$ cat config.mk
export PLATFORM = sky130hd
export DESIGN_NAME = rse_ctrl
export DESIGN_NICKNAME = d
export VERILOG_FILES = /design/src/sv/rse_pkg.sv /design/src/sv/rse_ctrl.sv
export SDC_FILE = /design/constraint.sdc
export NUM_CORES = 1
export LEC_CHECK = 0
export ABC_AREA = 1
export BUFFER_PORTS_ARGS = -buffer_cell sky130_fd_sc_hd__buf_4
export CAP_MARGIN = 10
export CORE_AREA = 2 2 39 41
export CTS_CLUSTER_DIAMETER = 30
export CTS_CLUSTER_SIZE = 30
export DETAILED_ROUTE_END_ITERATION = 12
export DIE_AREA = 0 0 41 43
export PLACE_DENSITY = 0.38
export SLEW_MARGIN = 10
export SYNTH_ARGS = -nofsm -noshare
export SYNTH_HDL_FRONTEND = slang
export SYNTH_SLANG_ARGS = --single-unit
$ cat constraint.sdc
create_clock -name clk -period 1.3 [get_ports clk]
set_input_delay 0.195 -clock clk [delete_from_list [all_inputs] [get_ports clk]]
set_output_delay 0.195 -clock clk [all_outputs]
set_load 0.01 [all_outputs]
$ cat src/sv/rse_pkg.sv
// Shared constants, request and status codes, and control types for the stack engine.
package rse_pkg;

    localparam int STACK_DEPTH = 1024;
    localparam int WORD_BITS   = 64;
    localparam int ADDR_BITS   = $clog2(STACK_DEPTH);
    localparam int COUNT_BITS  = $clog2(STACK_DEPTH + 1);

    typedef enum logic [2:0] {
        REQ_PUSH      = 3'd0,
        REQ_POP       = 3'd1,
        REQ_PEEK      = 3'd2,
        REQ_ROT_RIGHT = 3'd3,
        REQ_ROT_LEFT  = 3'd4,
        REQ_REVERSE   = 3'd5
    } req_t;

    typedef enum logic [1:0] {
        STAT_OK        = 2'd0,
        STAT_OVERFLOW  = 2'd1,
        STAT_UNDERFLOW = 2'd2
    } status_t;

    typedef enum logic [1:0] {
        ST_IDLE,
        ST_ISSUE,
        ST_MOVE,
        ST_RESPOND
    } state_t;

    typedef struct packed {
        logic load;
        logic issue;
        logic move;
        logic respond;
    } rse_cmd_t;

    typedef struct packed {
        logic needs_move;
    } rse_stat_t;

endpackage

$ cat src/sv/rse_ctrl.sv
// Request sequencer: steps each request through issue, optional move and respond.
module rse_ctrl (
    input  logic                clk,
    input  logic                rst_n,
    input  logic                start,
    output logic                busy,
    output logic                done,
    output rse_pkg::rse_cmd_t   cmd,
    input  rse_pkg::rse_stat_t  stat
);

    rse_pkg::state_t state_reg, state_next;
    logic            done_reg, done_next;

    always_comb
    begin
        state_next = state_reg;
        case (state_reg)
            rse_pkg::ST_IDLE:
            begin
                if (start)
                begin
                    state_next = rse_pkg::ST_ISSUE;
                end
            end
            rse_pkg::ST_ISSUE:
            begin
                state_next = stat.needs_move ? rse_pkg::ST_MOVE : rse_pkg::ST_RESPOND;
            end
            rse_pkg::ST_MOVE:
            begin
                state_next = rse_pkg::ST_RESPOND;
            end
            rse_pkg::ST_RESPOND:
            begin
                state_next = rse_pkg::ST_IDLE;
            end
            default:
            begin
                state_next = rse_pkg::ST_IDLE;
            end
        endcase
    end

    always_comb
    begin
        cmd       = '0;
        busy      = 1'b1;
        done_next = 1'b0;
        case (state_reg)
            rse_pkg::ST_IDLE:
            begin
                busy     = 1'b0;
                cmd.load = start;
            end
            rse_pkg::ST_ISSUE:
            begin
                cmd.issue = 1'b1;
            end
            rse_pkg::ST_MOVE:
            begin
                cmd.move = 1'b1;
            end
            rse_pkg::ST_RESPOND:
            begin
                cmd.respond = 1'b1;
                done_next   = 1'b1;
            end
            default:
            begin
            end
        endcase
    end

    always_ff @(posedge clk or negedge rst_n)
    begin
        if (!rst_n)
        begin
            state_reg <= rse_pkg::ST_IDLE;
            done_reg  <= 1'b0;
        end
        else
        begin
            state_reg <= state_next;
            done_reg  <= done_next;
        end
    end

    assign done = done_reg;

    a_accept_issues: assert property (@(posedge clk) disable iff (!rst_n)
        (start && !busy) |=> (state_reg == rse_pkg::ST_ISSUE))
        else $error("accepted word not issued");

    a_done_after_respond: assert property (@(posedge clk) disable iff (!rst_n)
        done_reg |-> ($past(state_reg) == rse_pkg::ST_RESPOND))
        else $error("result strobe without a respond cycle");

    a_move_after_issue: assert property (@(posedge clk) disable iff (!rst_n)
        (state_reg == rse_pkg::ST_MOVE) |-> ($past(state_reg) == rse_pkg::ST_ISSUE))
        else $error("move cycle not preceded by issue");

endmodule

# --- After elaboration in Yosys (flattened, before gate mapping) ---
# Cells that the tools add are included.
totals:
  ff_bits: 3
  latchBits: 0
  ram_bits: 0
  mem_bits_ro: 0
  input_bits: 4
  output_inout_bits: 6
  mem_count: 0
classes:
  addsub: 0
  multipliers: 0
  div_mod_pow: 0
  order_cmp: 0
  n_eq_ne: 4
  shifts: 0
  muxes: 8
  n_bitwise: 0
  reduce_logical: 1
ops:
  columns: ["operator", "n"]
  rows:
  - ["$pmux 2 s4", 1]
  - ["$mux 1", 6]
  - ["$eq 2x2->1 const B", 2]
  - ["$eq 2x1->1 const B", 1]
  - ["$logic_not 2->1", 1]
  - ["$mux 2", 1]
  - ["$ne 2x2->1 const B", 1]

# --- Longest topological paths before layout ---
depth:
  ltp_word: 2
  ltp_mapped: 6
  ltp_nobuf: 6

# --- Worst setup path after synthesis ---
# Ideal clock, no wire load.
synth_timing:
  path_kind: "flip-flop to output port"
  from: "register state_reg[0]"
  to: "output cmd[3] in the netlist's numbering"
  arrival_ns: 0.834
  setup_slack_ns: 0.271
  path_stages_with_launch: 5
  n_path_buf: 0
  path_cell_list: "dfrtp_1 inv_1 ha_1 nand2_1 inv_1"
synth_rtl:
  columns: ["element", "line", "text"]
  rows:
  - ["from (decl)", "rse_ctrl.sv:12", "rse_pkg::state_t state_reg, state_next;"]
  - ["from (signal assigned)", "rse_ctrl.sv:79", "state_reg <= rse_pkg::ST_IDLE;"]
  - ["from (signal assigned)", "rse_ctrl.sv:84", "state_reg <= state_next;"]
  - ["to (decl)", "rse_ctrl.sv:8", "output rse_pkg::rse_cmd_t cmd,"]

==> summary.txt <==
Outcome
  • Status: finished, final reports clean

Critical path
  • R2r endpoint: state_reg[0]
  • Slowest stage delay, CP: 0.40 ns
  • Critical Path RT: 1.11 ns
  • Critical R2R Launch: state_reg[1]
  • Setup CP Type: register to output pin
  • Maximum fanout along the worst path: 3
  • Data arrival, critical path: 1.09 ns
  • Worst reg2reg setup slack: approximately 0.23 ns
  • Cell count of the worst reg-to-reg path: 7
  • Most frequent CP cell: buf_4
  • Worst-path cell chain: buf_4 -> ha_2 -> buf_4
  • Startpoint Class: register
  • Slowest CP cell: dfrtp_1
  • Crit. End Element: output pin

Floorplanning
  • Height of the die: 43 µm
  • Die area: 1760 µm²
  • Die X: 41 µm
  • Std-Cell Rows: 14
  • Initial Utilization: 0.156
  • Core area: 1380 µm²
  • Io pins: 10

STA
  • RSZ-0062 raised after global routing: yes
  • Fin crit share: 0.989
  • Max Fclk: just under 0.8 GHz
  • Final hold violation count: 0
  • Worst slew margin: 0.914
  • Fin. max-slew vios: 0
  • Setup Viol. Count Final: 0
  • Final clock skew: between 0.003 and 0.004 ns
  • Fin Setup TNS: 0 ns
  • Least-Margin Pin Slew: 0.129 ns
  • Hold slack: between 0.2 and 0.3 ns
  • Final min period: 1.29 ns

Worst hold path
  • Hold Crit Class: input pin to register
  • Worst min-delay path endpoint: state_reg[1]
  • Hold Crit Start: start
  • Worst hold stages: 4

Global routing
  • GRT Total Usage: 0.0634
  • Pin count of the biggest net entering global routing: 5
  • Met2 GRT Util: 0.0813
  • Grt ovf: 0
  • Initial antenna violation count: 0
  • GRT met1 Usage: 0.0714
  • Vias in the first global route: 178
  • Busiest grt layer: met2
  • Grt met3 use: 0.0157
  • First-pass GRT wire length: 690 µm

Detailed routing
  • DR vias: 203
  • # DRC: 0
  • Total Wirelength: 430 µm
  • Vias per inst: ~3.4
  • DRT Pass-1 Iters: 1
  • First DRT Iteration DRCs: 0
  • Routed len/inst: about 7.3 µm
  • Routed Antenna Nets: 0

Cells and area
  • Diode count: 0
  • Area Growth Syn to Fin: 78.0%
  • Max FFs per register: 2
  • Fin nets: 53
  • Non-Filler Instances: roughly 60
  • Share of layout cells above drive strength 1: 0.558

Flow run
  • Max-Cap Viols: 0

Yosys
  • Yosys Warn Count: 0
  • Sequential share of the synthesized area: 0.347
  • Yosys top cell by area: dfrtp_1
  • Post-synth net total: 36
  • Yosys top cell area share: 0.347
  • Mean post-synth cell area: 8.02 µm²
  • Post-Syn Area: 216 µm²
  • Mapped Cells: 27
  • Largest cells by area after synthesis: dfrtp_1, ha_1, nand2_1
  • Count of different cell masters after synthesis: 7
  • #FFs+latches synth: 3

CTS
  • CTS Buf Count: 3
  • Clk Latency, worst-skew pair: 0.23 ns
  • Clock Sinks: 3
  • H-tree Lvls: 1
  • CTS tree: done
  • CTS root buf: clkbuf_4
  • Clock buffer depth: 2
  • CTS clk-pin slew, worst paths: 0.04 ns

Placement
  • PortBufs: 9
  • GP Congestion: 0.577
  • Hpwl dp: 311 µm
  • Placed insts: 52

Pwr
  • Pwr dens: 2410 nW/µm²
  • VDD IR max: 0.000516 V
  • Leakage power: about 0.21 nW
## layer usage
metal / wire length, µm / part of all wire
met3: 16 / 0.037
met2: 224 / 0.52
met5: 0 / 0
met4: 19 / 0.044
met1: 170 / 0.40
## stage by stage
step / utilization / total power (W) / cell area, µm² / setup WS, ns
2_1_floorplan: - / 0.000460 / 216 / 0.271
3_3_place_gp: 0.220 / 0.000649 / 304 / 0.138
3_5_place_dp: 0.220 / 0.000644 / 304 / 0.135
4_1_cts: 0.264 / 0.000886 / 365 / 0.00934
5_1_grt: 0.278 / 0.00104 / 385 / -0.0347
6_report: 0.278 / 0.000928 / 385 / 0.0146
## logic make-up (layout without fill, tap and decap cells)
group / Yosys count / count (layout) / share of synthesized area
AND/OR/NAND/NOR: 10 / 10 / 0.185
buffers and inverters: 8 / 24 / 0.156
adder cells (fa/ha/maj): 5 / 5 / 0.289
flip-flops: 3 / 3 / 0.347
AO/OA/AOI/OAI: 1 / 1 / 0.0231
## placed cells by master, fill, tap and decap left out
cell and instances:
buf_6 2, inv_1 4, clkbuf_1 1, dfrtp_1 3
buf_4 10, nand2_2 2, clkbuf_4 3, ha_2 3
inv_2 3, ha_1 1, o21ai_1 1, nand2_1 8
dlygate4sd3_1 1, ha_4 1
## layout make-up
type	instances	area, µm²
clock buffers	4	26.3
fillers	158	998
inverters	7	26.3
multi-input cells	16	130
flip-flops and latches	3	75.1
well taps	16	20.0
repair buffers	13	108
## synthesized netlist by cell type
cell and number:
buf_4 1, nand2_1 9, o21ai_1 1, ha_1 5
inv_1 7, dfrtp_1 3, nand2_2 1
## report_power, final
part           switching (W)  leakage [nW]  internal (W)
registers          0.0000337        0.0367      0.000144
logic               0.000278         0.162      0.000308
clock network      0.0000494        0.0150      0.000115
total               0.000361         0.214      0.000567
## repair_timing
action                                  in CTS  in global routing
gates resized for setup                      6                  5
hold buffers                                 1                  0
setup buffers                                1                  1
pin swaps                                    0                  2
endpoints found under the setup margin       2                  5
hold endpoints to repair                     3                  0
## critical path, delay by kind of cell (launching register included)
family	cells	cell delay, ns
buffers and inverters	2	0.29
adders and majority gates	1	0.17
DFF	1	0.40
## worst max-delay path by stage
stage | start | endpoint | slack [ns] | cells after the start
5_1_grt | state_reg[1] | cmd[3] | -0.03 | 5
3_3_place_gp | state_reg[1] | cmd[3] | 0.14 | 5
4_1_cts | state_reg[1] | cmd[1] | 0.009 | 3
3_5_place_dp | state_reg[1] | cmd[3] | 0.13 | 5
6_report | state_reg[1] | cmd[0] | 0.01 | 3
2_1_floorplan | state_reg[0] | cmd[3] | 0.27 | 4
No activity file was read; power rests on OpenSTA's default activity.
